### src/bitset_word_set_operation_engine_macros.svh
// Assertion macros shared by the bitset word set-operation engine RTL.
// Included by the modules that check their own logic; no other dependencies.
`ifndef BITSET_WORD_SET_OPERATION_ENGINE_MACROS_SVH
`define BITSET_WORD_SET_OPERATION_ENGINE_MACROS_SVH

`ifndef SYNTHESIS
// Implication checked at every rising clock edge outside of reset.
`define BSWE_ASSERT(lbl, clk, rstn, prop) \
  lbl: assert property (@(posedge clk) disable iff (!rstn) (prop)) \
    else $error("bswe assertion failed");
// Condition that must never hold outside of reset.
`define BSWE_NEVER(lbl, clk, rstn, cond) \
  lbl: assert property (@(posedge clk) disable iff (!rstn) !(cond)) \
    else $error("bswe forbidden condition seen");
`else
`define BSWE_ASSERT(lbl, clk, rstn, prop)
`define BSWE_NEVER(lbl, clk, rstn, cond)
`endif

`endif

### src/bswe_pkg.sv
// Package for the bitset word set-operation engine: widths, operation codes,
// the front-to-back item type and the bit-scan helper functions. No dependencies.
package bswe_pkg;

  localparam int WORD_W      = 64;
  localparam int BIT_W       = 6;   // bit index inside one word
  localparam int POP_W       = 7;   // population count of one word, 0..64
  localparam int IDX_W       = 6;   // word index, wraps past 63
  localparam int POS_W       = 12;  // bit position over the whole bitset
  localparam int CNT_W       = 13;  // running population count
  localparam int OP_W        = 3;
  localparam int IN_TDATA_W  = 128;
  localparam int OUT_TDATA_W = 104;
  localparam int FIFO_DEPTH  = 2;

  localparam logic [CNT_W-1:0] CNT_MAX = {CNT_W{1'b1}};

  // Operation codes carried in the input tuser.
  typedef enum logic [OP_W-1:0] {
    OP_COPY  = 3'd0,
    OP_UNION = 3'd1,
    OP_AND   = 3'd2,
    OP_DIFF  = 3'd3,
    OP_XOR   = 3'd4
  } op_e;

  // One classified word pair handed from the front to the back.
  typedef struct packed {
    logic [WORD_W-1:0] result_word;
    logic [POP_W-1:0]  pop_cnt;
    logic              nonzero;
    logic [BIT_W-1:0]  low_bit;
    logic [BIT_W-1:0]  high_bit;
    logic              common;
    logic              last;
  } item_t;

  // Number of set bits in a word.
  function automatic logic [POP_W-1:0] popcount(input logic [WORD_W-1:0] v);
    logic [POP_W-1:0] n;
    n = '0;
    for (int i = 0; i < WORD_W; i++) begin
      n = n + POP_W'(v[i]);
    end
    return n;
  endfunction

  // Index of the lowest set bit; zero for an empty word.
  function automatic logic [BIT_W-1:0] low_one(input logic [WORD_W-1:0] v);
    logic [BIT_W-1:0] n;
    n = '0;
    for (int i = WORD_W - 1; i >= 0; i--) begin
      if (v[i]) begin
        n = BIT_W'(i);
      end
    end
    return n;
  endfunction

  // Index of the highest set bit; zero for an empty word.
  function automatic logic [BIT_W-1:0] high_one(input logic [WORD_W-1:0] v);
    logic [BIT_W-1:0] n;
    n = '0;
    for (int i = 0; i < WORD_W; i++) begin
      if (v[i]) begin
        n = BIT_W'(i);
      end
    end
    return n;
  endfunction

endpackage

### src/bswe_front.sv
// Front stage of the bitset word set-operation engine: combines a word pair
// and classifies the result word. Depends on bswe_pkg.
module bswe_front (
  input  logic [bswe_pkg::OP_W-1:0]   req_type_i,
  input  logic [bswe_pkg::WORD_W-1:0] word_a_i,
  input  logic [bswe_pkg::WORD_W-1:0] word_b_i,
  input  logic                        last_word_i,
  output bswe_pkg::item_t             item_o
);

  logic [bswe_pkg::WORD_W-1:0] result_word;

  // Apply the requested operation; unused codes give an empty word.
  always_comb begin
    unique case (req_type_i)
      bswe_pkg::OP_COPY:  result_word = word_a_i;
      bswe_pkg::OP_UNION: result_word = word_a_i | word_b_i;
      bswe_pkg::OP_AND:   result_word = word_a_i & word_b_i;
      bswe_pkg::OP_DIFF:  result_word = word_a_i & ~word_b_i;
      bswe_pkg::OP_XOR:   result_word = word_a_i ^ word_b_i;
      default:            result_word = '0;
    endcase
  end

  // Count and scan the result word for the back stage.
  always_comb begin
    item_o.result_word = result_word;
    item_o.pop_cnt     = bswe_pkg::popcount(result_word);
    item_o.nonzero     = |result_word;
    item_o.low_bit     = bswe_pkg::low_one(result_word);
    item_o.high_bit    = bswe_pkg::high_one(result_word);
    item_o.common      = |(word_a_i & word_b_i);
    item_o.last        = last_word_i;
  end

endmodule

### src/bswe_fifo.sv
// Short register queue that decouples the front and back stages.
// Depends on bswe_pkg and the assertion macro header.
`include "bitset_word_set_operation_engine_macros.svh"

module bswe_fifo #(
  parameter int DEPTH = bswe_pkg::FIFO_DEPTH
) (
  input  logic            clk_i,
  input  logic            rst_ni,
  input  logic            wr_valid_i,
  output logic            wr_ready_o,
  input  bswe_pkg::item_t wr_item_i,
  output logic            rd_valid_o,
  input  logic            rd_ready_i,
  output bswe_pkg::item_t rd_item_o
);

  localparam int PW = (DEPTH > 1) ? $clog2(DEPTH) : 1;
  localparam int CW = $clog2(DEPTH + 1);

  bswe_pkg::item_t mem_q [DEPTH];
  logic [PW-1:0]   wr_ptr_q, wr_ptr_d;
  logic [PW-1:0]   rd_ptr_q, rd_ptr_d;
  logic [CW-1:0]   count_q, count_d;
  logic            push, pop;

  assign wr_ready_o = (count_q != CW'(DEPTH));
  assign rd_valid_o = (count_q != '0);
  assign rd_item_o  = mem_q[rd_ptr_q];
  assign push       = wr_valid_i && wr_ready_o;
  assign pop        = rd_valid_o && rd_ready_i;

  // Pointer and fill-level update.
  always_comb begin
    wr_ptr_d = wr_ptr_q;
    rd_ptr_d = rd_ptr_q;
    count_d  = count_q;
    if (push) begin
      wr_ptr_d = (wr_ptr_q == PW'(DEPTH - 1)) ? '0 : wr_ptr_q + 1'b1;
    end
    if (pop) begin
      rd_ptr_d = (rd_ptr_q == PW'(DEPTH - 1)) ? '0 : rd_ptr_q + 1'b1;
    end
    if (push && !pop) begin
      count_d = count_q + 1'b1;
    end else if (pop && !push) begin
      count_d = count_q - 1'b1;
    end
  end

  always_ff @(posedge clk_i or negedge rst_ni) begin
    if (!rst_ni) begin
      wr_ptr_q <= '0;
      rd_ptr_q <= '0;
      count_q  <= '0;
    end else begin
      wr_ptr_q <= wr_ptr_d;
      rd_ptr_q <= rd_ptr_d;
      count_q  <= count_d;
    end
  end

  // Storage needs no reset.
  always_ff @(posedge clk_i) begin
    if (push) begin
      mem_q[wr_ptr_q] <= wr_item_i;
    end
  end

  // The fill level never passes the depth and tracks pushes and pops.
  `BSWE_NEVER(a_fifo_overfill, clk_i, rst_ni, count_q > CW'(DEPTH))
  `BSWE_ASSERT(a_fifo_push_only, clk_i, rst_ni, push && !pop |=> count_q == $past(count_q) + 1'b1)
  `BSWE_ASSERT(a_fifo_pop_only, clk_i, rst_ni, pop && !push |=> count_q == $past(count_q) - 1'b1)

endmodule

### src/bswe_back.sv
// Back stage of the bitset word set-operation engine: accumulates the run
// totals and holds the result in an output register. Depends on bswe_pkg.
`include "bitset_word_set_operation_engine_macros.svh"

module bswe_back (
  input  logic                             clk_i,
  input  logic                             rst_ni,
  input  logic                             in_valid_i,
  output logic                             in_ready_o,
  input  bswe_pkg::item_t                  in_item_i,
  output logic                             out_valid_o,
  input  logic                             out_ready_i,
  output logic [bswe_pkg::OUT_TDATA_W-1:0] out_data_o,
  output logic                             out_last_o
);

  localparam int PAD_W = bswe_pkg::OUT_TDATA_W - bswe_pkg::WORD_W - bswe_pkg::CNT_W
                         - 2 * bswe_pkg::POS_W - 1;

  // Run state.
  logic [bswe_pkg::IDX_W-1:0] word_index_q, word_index_d;
  logic [bswe_pkg::CNT_W-1:0] count_q, count_d;
  logic                       low_found_q, low_found_d;
  logic [bswe_pkg::POS_W-1:0] low_pos_q, low_pos_d;
  logic [bswe_pkg::POS_W-1:0] high_pos_q, high_pos_d;
  logic                       common_q, common_d;

  // Output register.
  logic                          out_valid_q;
  logic [bswe_pkg::WORD_W-1:0]   out_word_q;
  logic [bswe_pkg::CNT_W-1:0]    out_count_q;
  logic [bswe_pkg::POS_W-1:0]    out_low_q;
  logic [bswe_pkg::POS_W-1:0]    out_high_q;
  logic                          out_common_q;
  logic                          out_last_q;

  logic                       pop;
  logic [bswe_pkg::CNT_W:0]   cnt_sum;
  logic [bswe_pkg::CNT_W-1:0] cnt_sat;
  logic [bswe_pkg::POS_W-1:0] base;
  logic [bswe_pkg::POS_W-1:0] low_new, high_new;
  logic                       low_found_new, common_new;

  assign in_ready_o = !out_valid_q || out_ready_i;
  assign pop        = in_valid_i && in_ready_o;

  // Totals including the word being taken.
  always_comb begin
    base          = {word_index_q, {bswe_pkg::BIT_W{1'b0}}};
    cnt_sum       = {1'b0, count_q} + (bswe_pkg::CNT_W + 1)'(in_item_i.pop_cnt);
    cnt_sat       = cnt_sum[bswe_pkg::CNT_W] ? bswe_pkg::CNT_MAX
                                             : cnt_sum[bswe_pkg::CNT_W-1:0];
    low_found_new = low_found_q;
    low_new       = low_pos_q;
    high_new      = high_pos_q;
    if (in_item_i.nonzero) begin
      if (!low_found_q) begin
        low_found_new = 1'b1;
        low_new       = base | bswe_pkg::POS_W'(in_item_i.low_bit);
      end
      high_new = base | bswe_pkg::POS_W'(in_item_i.high_bit);
    end
    common_new = common_q || in_item_i.common;
  end

  // Next run state: the last word clears everything.
  always_comb begin
    word_index_d = word_index_q;
    count_d      = count_q;
    low_found_d  = low_found_q;
    low_pos_d    = low_pos_q;
    high_pos_d   = high_pos_q;
    common_d     = common_q;
    if (pop) begin
      if (in_item_i.last) begin
        word_index_d = '0;
        count_d      = '0;
        low_found_d  = 1'b0;
        low_pos_d    = '0;
        high_pos_d   = '0;
        common_d     = 1'b0;
      end else begin
        word_index_d = word_index_q + 1'b1;
        count_d      = cnt_sat;
        low_found_d  = low_found_new;
        low_pos_d    = low_new;
        high_pos_d   = high_new;
        common_d     = common_new;
      end
    end
  end

  always_ff @(posedge clk_i or negedge rst_ni) begin
    if (!rst_ni) begin
      word_index_q <= '0;
      count_q      <= '0;
      low_found_q  <= 1'b0;
      low_pos_q    <= '0;
      high_pos_q   <= '0;
      common_q     <= 1'b0;
      out_valid_q  <= 1'b0;
    end else begin
      word_index_q <= word_index_d;
      count_q      <= count_d;
      low_found_q  <= low_found_d;
      low_pos_q    <= low_pos_d;
      high_pos_q   <= high_pos_d;
      common_q     <= common_d;
      if (pop) begin
        out_valid_q <= 1'b1;
      end else if (out_ready_i) begin
        out_valid_q <= 1'b0;
      end
    end
  end

  // Result payload is loaded whenever a word is taken.
  always_ff @(posedge clk_i) begin
    if (pop) begin
      out_word_q   <= in_item_i.result_word;
      out_count_q  <= cnt_sat;
      out_low_q    <= low_new;
      out_high_q   <= high_new;
      out_common_q <= common_new;
      out_last_q   <= in_item_i.last;
    end
  end

  assign out_valid_o = out_valid_q;
  assign out_last_o  = out_last_q;
  assign out_data_o  = {{PAD_W{1'b0}}, out_common_q, out_high_q, out_low_q,
                        out_count_q, out_word_q};

  // A closing word restarts the run; other words advance the index.
  `BSWE_ASSERT(a_back_close, clk_i, rst_ni, pop && in_item_i.last |=> word_index_q == '0 && count_q == '0)
  `BSWE_ASSERT(a_back_step, clk_i, rst_ni, pop && !in_item_i.last |=> word_index_q == $past(word_index_q) + 1'b1)
  // Positions stay zero until a result bit has been seen.
  `BSWE_ASSERT(a_back_empty_pos, clk_i, rst_ni, !low_found_q |-> low_pos_q == '0 && high_pos_q == '0)

endmodule

### src/bitset_word_set_operation_engine.sv
// A word pair enters the queue at its accepting edge and loads the output register when the
// back stage takes it from the queue, which waits while a held result is not yet taken.
// Throughput: one word pair per cycle while the result stream is not held back, set by the popcount
// and bit scan in the front stage and the accumulate in the back stage, with a two-entry queue between them.
// Reset (rst_ni low, asynchronous) clears the queue, the output valid flag and the run totals.
// Top level; depends on bswe_pkg, bswe_front, bswe_fifo and bswe_back.
module bitset_word_set_operation_engine #(
  parameter int FIFO_DEPTH = bswe_pkg::FIFO_DEPTH
) (
  input  logic                             clk_i,
  input  logic                             rst_ni,
  input  logic                             s_axis_tvalid,
  output logic                             s_axis_tready,
  // [63:0] word_a, [127:64] word_b
  input  logic [bswe_pkg::IN_TDATA_W-1:0]  s_axis_tdata,
  // [2:0] req_type
  input  logic [bswe_pkg::OP_W-1:0]        s_axis_tuser,
  input  logic                             s_axis_tlast,
  output logic                             m_axis_tvalid,
  input  logic                             m_axis_tready,
  // [63:0] result_word, [76:64] bit_count, [88:77] lowest_position,
  // [100:89] highest_position, [101] sets_intersect, [103:102] zero
  output logic [bswe_pkg::OUT_TDATA_W-1:0] m_axis_tdata,
  output logic                             m_axis_tlast
);

  bswe_pkg::item_t front_item;
  bswe_pkg::item_t back_item;
  logic            back_valid, back_ready;

  // Combine and classify each incoming word pair.
  bswe_front u_front (
    .req_type_i  (s_axis_tuser),
    .word_a_i    (s_axis_tdata[bswe_pkg::WORD_W-1:0]),
    .word_b_i    (s_axis_tdata[2*bswe_pkg::WORD_W-1:bswe_pkg::WORD_W]),
    .last_word_i (s_axis_tlast),
    .item_o      (front_item)
  );

  // Queue between the classifier and the accumulator.
  bswe_fifo #(
    .DEPTH (FIFO_DEPTH)
  ) u_fifo (
    .clk_i      (clk_i),
    .rst_ni     (rst_ni),
    .wr_valid_i (s_axis_tvalid),
    .wr_ready_o (s_axis_tready),
    .wr_item_i  (front_item),
    .rd_valid_o (back_valid),
    .rd_ready_i (back_ready),
    .rd_item_o  (back_item)
  );

  // Accumulate run totals and drive the result stream.
  bswe_back u_back (
    .clk_i       (clk_i),
    .rst_ni      (rst_ni),
    .in_valid_i  (back_valid),
    .in_ready_o  (back_ready),
    .in_item_i   (back_item),
    .out_valid_o (m_axis_tvalid),
    .out_ready_i (m_axis_tready),
    .out_data_o  (m_axis_tdata),
    .out_last_o  (m_axis_tlast)
  );

endmodule

### config.mk
export PLATFORM = sky130hd
export DESIGN_NAME = bitset_word_set_operation_engine
export DESIGN_NICKNAME = d
export VERILOG_FILES = /design/src/bswe_pkg.sv /design/src/bswe_front.sv /design/src/bswe_fifo.sv /design/src/bswe_back.sv /design/src/bitset_word_set_operation_engine.sv
export VERILOG_INCLUDE_DIRS = /design/src /design/src/src
export SDC_FILE = /design/constraint.sdc
export NUM_CORES = 1
export LEC_CHECK = 0
export BUFFER_PORTS_ARGS = -buffer_cell sky130_fd_sc_hd__buf_4
export CAP_MARGIN = 20
export CORE_UTILIZATION = 60
export DETAILED_ROUTE_END_ITERATION = 12
export GPL_TIMING_DRIVEN = 1
export PLACE_DENSITY = 0.86
export SYNTH_ARGS = -nofsm -noshare
export SYNTH_HDL_FRONTEND = slang
export SYNTH_SLANG_ARGS = --single-unit
### constraint.sdc
create_clock -name clk_i -period 6.5 [get_ports clk_i]
set_input_delay 0.975 -clock clk_i [delete_from_list [all_inputs] [get_ports clk_i]]
set_output_delay 0.975 -clock clk_i [all_outputs]
set_load 0.03 [all_outputs]
==> impl_metrics.ini, run 1 <==
[sta]
setup-violations-final = 12
tightestPinTransition_ns = 1.11
slew_headroom_pct = 26.3
setup_slack_ns = -0.672
slew_viol_final = 0
skew_ns = 0.0237
period_needed_ns = 7.17
timing.setup.tns_ns = -6.10
finalHoldWorstSlack_ns = 0.449
unrepaired_setup_endpoints_after_global_routing = true
max_freq_ghz = 0.139
fin_crit_sh_pct = 110
hold_viol_final = 0

[global_route]
gr-usage-met2_pct = 60.8
grt-busiest-layer = met2
globalRouteOverflowTotal = 0
grt_pass1_wl_mm = 93.7
first_global_vias = 16800
grtUsageTotal_pct = 34.4
grt_util_met1_pct = 43.3
grt_start_max_net_pins = 83
grt_antenna_before_repair = 0
grtUsageMet3_pct = 4.50

[detailed_routing]
avgRoutedWirePerCell_um = 22.4
number_of_iterations_in_the_first_detailed_routing_pass = 8
route.antenna.remaining_nets = 0
initialDrtViolationCount = 1484
remaining_drc_errors = 0
drt-vias-per-instance = 5.93
wl_mm = 61.9
detailroute.via_count = 16400

[logic_synthesis]
yosys.area_share.xor_xnor_pct = 0.623
postSynth.asyncResetShare_pct = 15.4
ys.warnings.count = 0
synth_area_per_cell_um2 = 11.9
synth-edff-count = 275
post_synth_top_area_cell = sky130_fd_sc_hd__edfxtp_1
synthDominantCellAreaShare_pct = 39.2
netlist_top_cells_count = sky130_fd_sc_hd__edfxtp_1 (275), sky130_fd_sc_hd__inv_1 (225), sky130_fd_sc_hd__ha_1 (218), sky130_fd_sc_hd__mux2_2 (97), sky130_fd_sc_hd__a21oi_1 (77)
postSynthRegisterBits = 325
ys_types = 94
synth-compound-area-share_pct = 13.8
synthCells = 1773
synth_area_um2 = 21100
yosysMostFrequentCell = sky130_fd_sc_hd__edfxtp_1
synth_area_leaders = sky130_fd_sc_hd__edfxtp_1 (39%), sky130_fd_sc_hd__ha_1 (13%), sky130_fd_sc_hd__dfrtp_1 (5.9%)
yosys_most_used_dff = sky130_fd_sc_hd__edfxtp_1
post_synth_and_or_nand_nor_area_fraction_pct = 8.32
synth.yosys.seq_area_share_pct = 45.1
synth-adder-area-share_pct = 18.2
muxShareOfSynthArea_pct = 7.26
synth_top_family_by_area = adder cells

[setup_path]
timing.critical_path.required_ns = 6.81
crit_path_start_kind = primary input
crit_arrival_ns = 7.48
worstPathMaxFanout = 2
crit_start = s_axis_tdata[106]
setup.worst_path.class = in2reg
critical_path.endpoint_type = flip-flop
r2r-start = u_fifo.rd_ptr_q$_DFFE_PN0P_

[outcome]
violated_checks = setup timing
status = finished, violations left

[clock_tree]
worstSkewPairLatency_ns = 0.56
clkSinkCount = 325
cts.root.buffer_cell = sky130_fd_sc_hd__clkbuf_16
cts_htree_levels = 1
path_clk_slew_ns = 0.06
clock_tree_from_tritoncts = built
number_of_buffers_added_by_the_clock_tree_synthesis_step = 29
ctsLongestPathBuffers = 3

[final_layout]
final_layout_size_suffix_gt1_share_pct = 36.4
ff_latch_area_um2 = 9510
finish.net_count = 2698
final_core_util_pct = 78.1
fillCellCount = 2159
multiInputGateArea_um2 = 10600
syn2layout_area_growth_pct = 27.9
finalNonFillerCells = 2764
final_std_cell_area_no_fill_um2 = 27000
antenna_cells = 0

[pwr]
totalPowerFinal_mw = 14.8
sw_frac_of_total_pct = 40.4
power.share.clock_pct = 10.7
power.density_cell_area_nw_per_um2 = 548
sequentialPowerShare_pct = 26.8
cellLeakagePower_nw = 12.2
power_report.internal_total_mw = 8.82
peakVddDrop_uv = 1470
combPwrFrac_pct = 62.5
switching_power_mw = 5.97

[placement]
placed_cells = 2684
globalplace.congestion = 1.00
dpl_worst_slack_ns = -1.35
postPlaceCellArea_um2 = 25300
place.detailed.hpwl_mm = 47.9
port_buffers = 240

[floorplanning]
die-area_um2 = 35900
die-height_um = 189
i_o_pin_count = 243
fp.dieW_um = 189
floorplan.rows = 68
initial_core_util_pct = 61.1
placeableCoreArea_um2 = 34500

[hold_path]
min_path_type = in2async

[run]
drv.max_cap_violation_count = 0
==> power groups by stage <==
stage,clock (mW),sequential [mW],combinational [mW]
2_1_floorplan,0,4.52,4.39
3_3_place_gp,0,3.91,7.53
3_5_place_dp,0,3.95,7.92
4_1_cts,1.59,3.97,8.86
5_1_grt,1.66,4.03,9.78
6_report,1.58,3.97,9.25
==> worst max-delay path: stages <==
cell and delay, ns:
sky130_fd_sc_hd__buf_8 0.10, sky130_fd_sc_hd__inv_6 0.05, sky130_fd_sc_hd__ha_4 0.18, sky130_fd_sc_hd__mux2i_1 0.18, sky130_fd_sc_hd__o2bb2ai_2 0.09, sky130_fd_sc_hd__a21oi_2 0.17
sky130_fd_sc_hd__buf_4 0.17, sky130_fd_sc_hd__inv_4 0.04, sky130_fd_sc_hd__fa_1 0.55, sky130_fd_sc_hd__inv_2 0.05, sky130_fd_sc_hd__fa_1 0.48, sky130_fd_sc_hd__fa_1 0.53
sky130_fd_sc_hd__inv_2 0.04, sky130_fd_sc_hd__fa_1 0.48, sky130_fd_sc_hd__inv_2 0.05, sky130_fd_sc_hd__fa_1 0.48, sky130_fd_sc_hd__fa_1 0.52, sky130_fd_sc_hd__fa_1 0.43
sky130_fd_sc_hd__fa_1 0.51, sky130_fd_sc_hd__inv_1 0.07, sky130_fd_sc_hd__fa_2 0.36, sky130_fd_sc_hd__fa_2 0.37, sky130_fd_sc_hd__a21oi_2 0.14, sky130_fd_sc_hd__nor2_1 0.06
sky130_fd_sc_hd__nor2_2 0.12, sky130_fd_sc_hd__nor2b_1 0.07, sky130_fd_sc_hd__o21ai_1 0.11, sky130_fd_sc_hd__nand2b_1 0.08
==> worst paths after layout <==
kind                                                         to  slack [ns]  depth (start not counted)
worst max-delay path              u_fifo.mem_q[1][21]$_DFFE_PP_       -0.67                         28
worst min-delay path              u_back.count_q[0]$_DFFE_PN0P_        0.45                          1
worst max register to register    u_back.count_q[6]$_DFFE_PN0P_        2.68                          8
worst min register to register  u_back.low_pos_q[3]$_DFFE_PN0P_        0.52                          1
max in group asynchronous           u_fifo.rd_ptr_q$_DFFE_PN0P_        5.56                          1
min in group clk_i              u_back.low_pos_q[3]$_DFFE_PN0P_        0.52                          1
==> placed cells by master (no fill, tap or decap), drive strengths merged, types with 6 or more instances in the layout <==
| master | instances |
|---|---|
| a311oi | 6 |
| nand2b | 40 |
| o22a | 6 |
| a22o | 40 |
| a211oi | 23 |
| a31oi | 7 |
| nand2 | 68 |
| nor4 | 23 |
| a2111oi | 9 |
| nor2 | 74 |
| and3b | 7 |
| clkbuf | 36 |
| o2bb2ai | 14 |
| inv | 240 |
| nor3b | 8 |
| xnor2 | 11 |
| a32o | 11 |
| a221oi | 19 |
| clkinv | 12 |
| o211ai | 21 |
| buf | 563 |
| mux2i | 35 |
| edfxtp | 275 |
| nor3 | 16 |
| dfrtp | 50 |
| ha | 218 |
| mux2 | 103 |
| or2 | 7 |
| o22ai | 10 |
| a22oi | 24 |
| nand4 | 14 |
| nand3 | 18 |
| fa | 55 |
| nor2b | 24 |
| a21oi | 79 |
| o21ai | 70 |
==> cells by family after synthesis <==
logic type	after synthesis
AOI/OAI and AO/OA	382
xor gates and xnor gates	15
adders and majority gates	273
buffers and inverters	317
DFF	325
muxes	138
other	1
and+or+nand+nor	322
==> state kept, by name (all words and copies together), names as in the netlist <==
name and count:
u_fifo.rd_ptr_q 1, u_back.out_valid_o 1, u_fifo.mem_q 172, u_back.out_count_q 13, u_back.out_word_q 64, u_back.count_q 13, u_back.low_pos_q 12, u_back.common_q 1
u_back.word_index_q 6, u_back.out_last_o 1, u_back.out_low_q 12, u_back.high_pos_q 12, u_fifo.count_q 2, u_fifo.wr_ptr_q 1, u_back.low_found_q 1, u_back.out_high_q 12
u_back.out_common_q 1
==> area by class of cell <==
type                            count  area share, %
Clock buffer                       36           2.79
Multi-Input combinational cell   1132           39.2
Inverter                          238           3.39
Sequential cell                   325           35.3
Clock inverter                     15          0.390
Tap cell                          455           2.11
Timing Repair Buffer              563           16.9
==> timing repair <==
action	4_1_cts	5_1_grt
gates cloned	1	0
setup buffers	21	6
endpoints found under the setup margin	12	12
pin swaps	35	13
resized for setup	102	23
hold buffers	0	0
==> routing by layer <==
metal | up-vias | wire, um | share of wire (%)
met2 | 856 | 31000 | 50
met1 | 7996 | 24200 | 39
li1 | 7409 | - | -
met3 | 142 | 4530 | 7.3
met5 | - | 0 | 0
met4 | 0 | 2130 | 3.4
No activity file was read; power rests on OpenSTA's default activity.
==> run 2: changes to the inputs <==
Settings changed: CORE_ASPECT_RATIO set to 0.9.
==> run 2 against run 1 <==
  * Sequential cell count unchanged
  * Clock power increased by 15%
  * Sequential share of layout area up 0.12 points
  * Worst setup slack got worse by 0.085 ns
  * Highest routed layer unchanged
  * The flow still finishes with violations (setup timing)
  * Critical path type unchanged
  * Largest power group unchanged
  * Worst hold slack worse by 0.029 ns
==> impl_metrics.ini, run 2 (synthesized netlist as in run 1, its figures left out) <==
[final_layout]
top_regs = u_fifo.mem_q: 172 flops, u_back.out_word_q: 64 flops
registers.top_by_ff_count = u_fifo.mem_q
final_layout_size_suffix_gt1_share_pct = 36.2
ff_latch_area_um2 = 9510
fillCellCount = 2114
multiInputGateArea_um2 = 10400
finalNonFillerCells = 2783
largest_register_ffs = 172
finish.net_count = 2706
antenna_cells = 0
most-common-layout-cells = sky130_fd_sc_hd__buf_4 (548), sky130_fd_sc_hd__edfxtp_1 (275), sky130_fd_sc_hd__ha_1 (212), sky130_fd_sc_hd__inv_1 (204), sky130_fd_sc_hd__mux2_2 (96)
layout.cells.most_common = sky130_fd_sc_hd__buf_4
final_std_cell_area_no_fill_um2 = 26900
syn2layout_area_growth_pct = 27.5

[sta]
skew_ns = 0.0467
hold_viol_final = 0
slew_viol_final = 0
setup-violations-final = 12
setup_slack_ns = -0.757
max_freq_ghz = 0.138
slew_headroom_pct = 31.4
unrepaired_setup_endpoints_after_global_routing = true
timing.setup.tns_ns = -7.18
fin_crit_sh_pct = 112
period_needed_ns = 7.26
tightestPinTransition_ns = 1.01

[global_route]
grt_start_max_net_pins = 77
globalRouteOverflowTotal = 0
grt_antenna_before_repair = 0
grt_pass1_wl_mm = 95.0
grtUsageTotal_pct = 34.7
first_global_vias = 16900

[detailed_routing]
detailroute.via_count = 16500
avgRoutedWirePerCell_um = 22.3
initialDrtViolationCount = 1530
remaining_drc_errors = 0
wl_mm = 62.0
number_of_iterations_in_the_first_detailed_routing_pass = 5
drt-vias-per-instance = 5.92
route.antenna.remaining_nets = 0

[setup_path]
critical_path.endpoint_type = flip-flop
crit_path_start_kind = primary input
crit_start = s_axis_tdata[94]
crit_arrival_ns = 7.56
timing.critical_path.buf_inv = 8
timing.critical_path.max_delay_family = adder cells
max_stage_delay_ns = 0.55
worst_path_max_delay_cell = sky130_fd_sc_hd__fa_1
setup.worst_path.class = in2reg
timing.critical_path.required_ns = 6.80
worstPathMaxFanout = 2
crit_top_cell = sky130_fd_sc_hd__fa_1
r2r-start = u_fifo.rd_ptr_q$_DFFE_PN0P_
setup.reg_to_reg.worst_slack_ns = 2.61

[pwr]
peakVddDrop_uv = 1580
power.density_cell_area_nw_per_um2 = 569
cellLeakagePower_nw = 12.2

[clock_tree]
ctsLongestPathBuffers = 3
cts.root.buffer_cell = sky130_fd_sc_hd__clkbuf_16
number_of_buffers_added_by_the_clock_tree_synthesis_step = 30
clkSinkCount = 325
clock_tree_from_tritoncts = built
cts_htree_levels = 1
path_clk_slew_ns = 0.07
worstSkewPairLatency_ns = 0.60

[outcome]
violated_checks = setup timing
status = finished, violations left

[floorplanning]
initial_core_util_pct = 61.5
die-area_um2 = 35900
floorplan.rows = 64
placeableCoreArea_um2 = 34300
i_o_pin_count = 243
fp.dieW_um = 200
die-height_um = 180

[placement]
port_buffers = 240
placed_cells = 2710
globalplace.congestion = 0.955
place.detailed.hpwl_mm = 47.3
postPlaceCellArea_um2 = 25400

[run]
drv.max_cap_violation_count = 0

[hold_path]
min_path_type = in2async
==> run 2: cell count changes in the layout (fill, tap and decap cells not counted), sizes merged, moves of 2 or more <==
cell      change
buf           +6
clkinvlp      +5
clkbuf        -4
bufinv        +3
clkinv        +2
==> run 2: worst paths after layout <==
| path | to | depth (start not counted) |
|---|---|---|
| setup reg to reg | u_back.count_q[6]$_DFFE_PN0P_ | 8 |
| max in group asynchronous | u_fifo.rd_ptr_q$_DFFE_PN0P_ | 1 |
| setup / recovery | u_fifo.mem_q[1][21]$_DFFE_PP_ | 28 |
| hold reg to reg | u_back.high_pos_q[6]$_DFFE_PN0P_ | 1 |
| hold / removal | u_back.low_pos_q[0]$_DFFE_PN0P_ | 1 |
| min in group clk_i | u_back.high_pos_q[6]$_DFFE_PN0P_ | 1 |
==> run 2: final cells by class <==
class	instances	area share [%]
Clock buffer	32	2.82
Timing Repair Buffer	569	16.5
Sequential cell	325	35.4
Clock inverter	24	1.00
Inverter	238	3.40
Multi-Input combinational cell	1133	38.8
Tap cell	462	2.15
==> run 2: metal layers <==
layer  vias to the layer above  track usage, %  routed length, um
met1                      7963            46.1              24900
met2                       898            58.5              30100
li1                       7443               -                  -
met3                       161            5.05               4940
met4                         0            10.6               2030
met5                         -               0                  0
==> run 2: what timing repair did <==
action,in CTS,in global routing
hold endpoints to repair,0,0
buffers inserted,13,5
endpoints found under the setup margin,14,14
cloned,0,1
pin swaps,19,14
resized for setup,54,28
hold buffers,0,0
==> run 2: stage by stage <==
| stage | util, % | hold WS, ns | power [mW] | worst slack, ns |
|---|---|---|---|---|
| floorplan | - | 0.461 | 8.92 | -1.21 |
| global placement | 74.1 | 0.482 | 11.5 | -1.37 |
| detailed placement | 74.2 | 0.485 | 11.8 | -1.50 |
| CTS | 78.1 | 0.430 | 14.5 | -0.688 |
| global route | 78.4 | 0.466 | 16.0 | -0.922 |
| finish | 78.4 | 0.421 | 15.3 | -0.757 |
==> run 2: power by group <==
part	switching, mW	internal, mW
Combinational	5.09	4.44
Clock	0.791	1.02
Sequential	0.288	3.68
Total	6.16	9.14
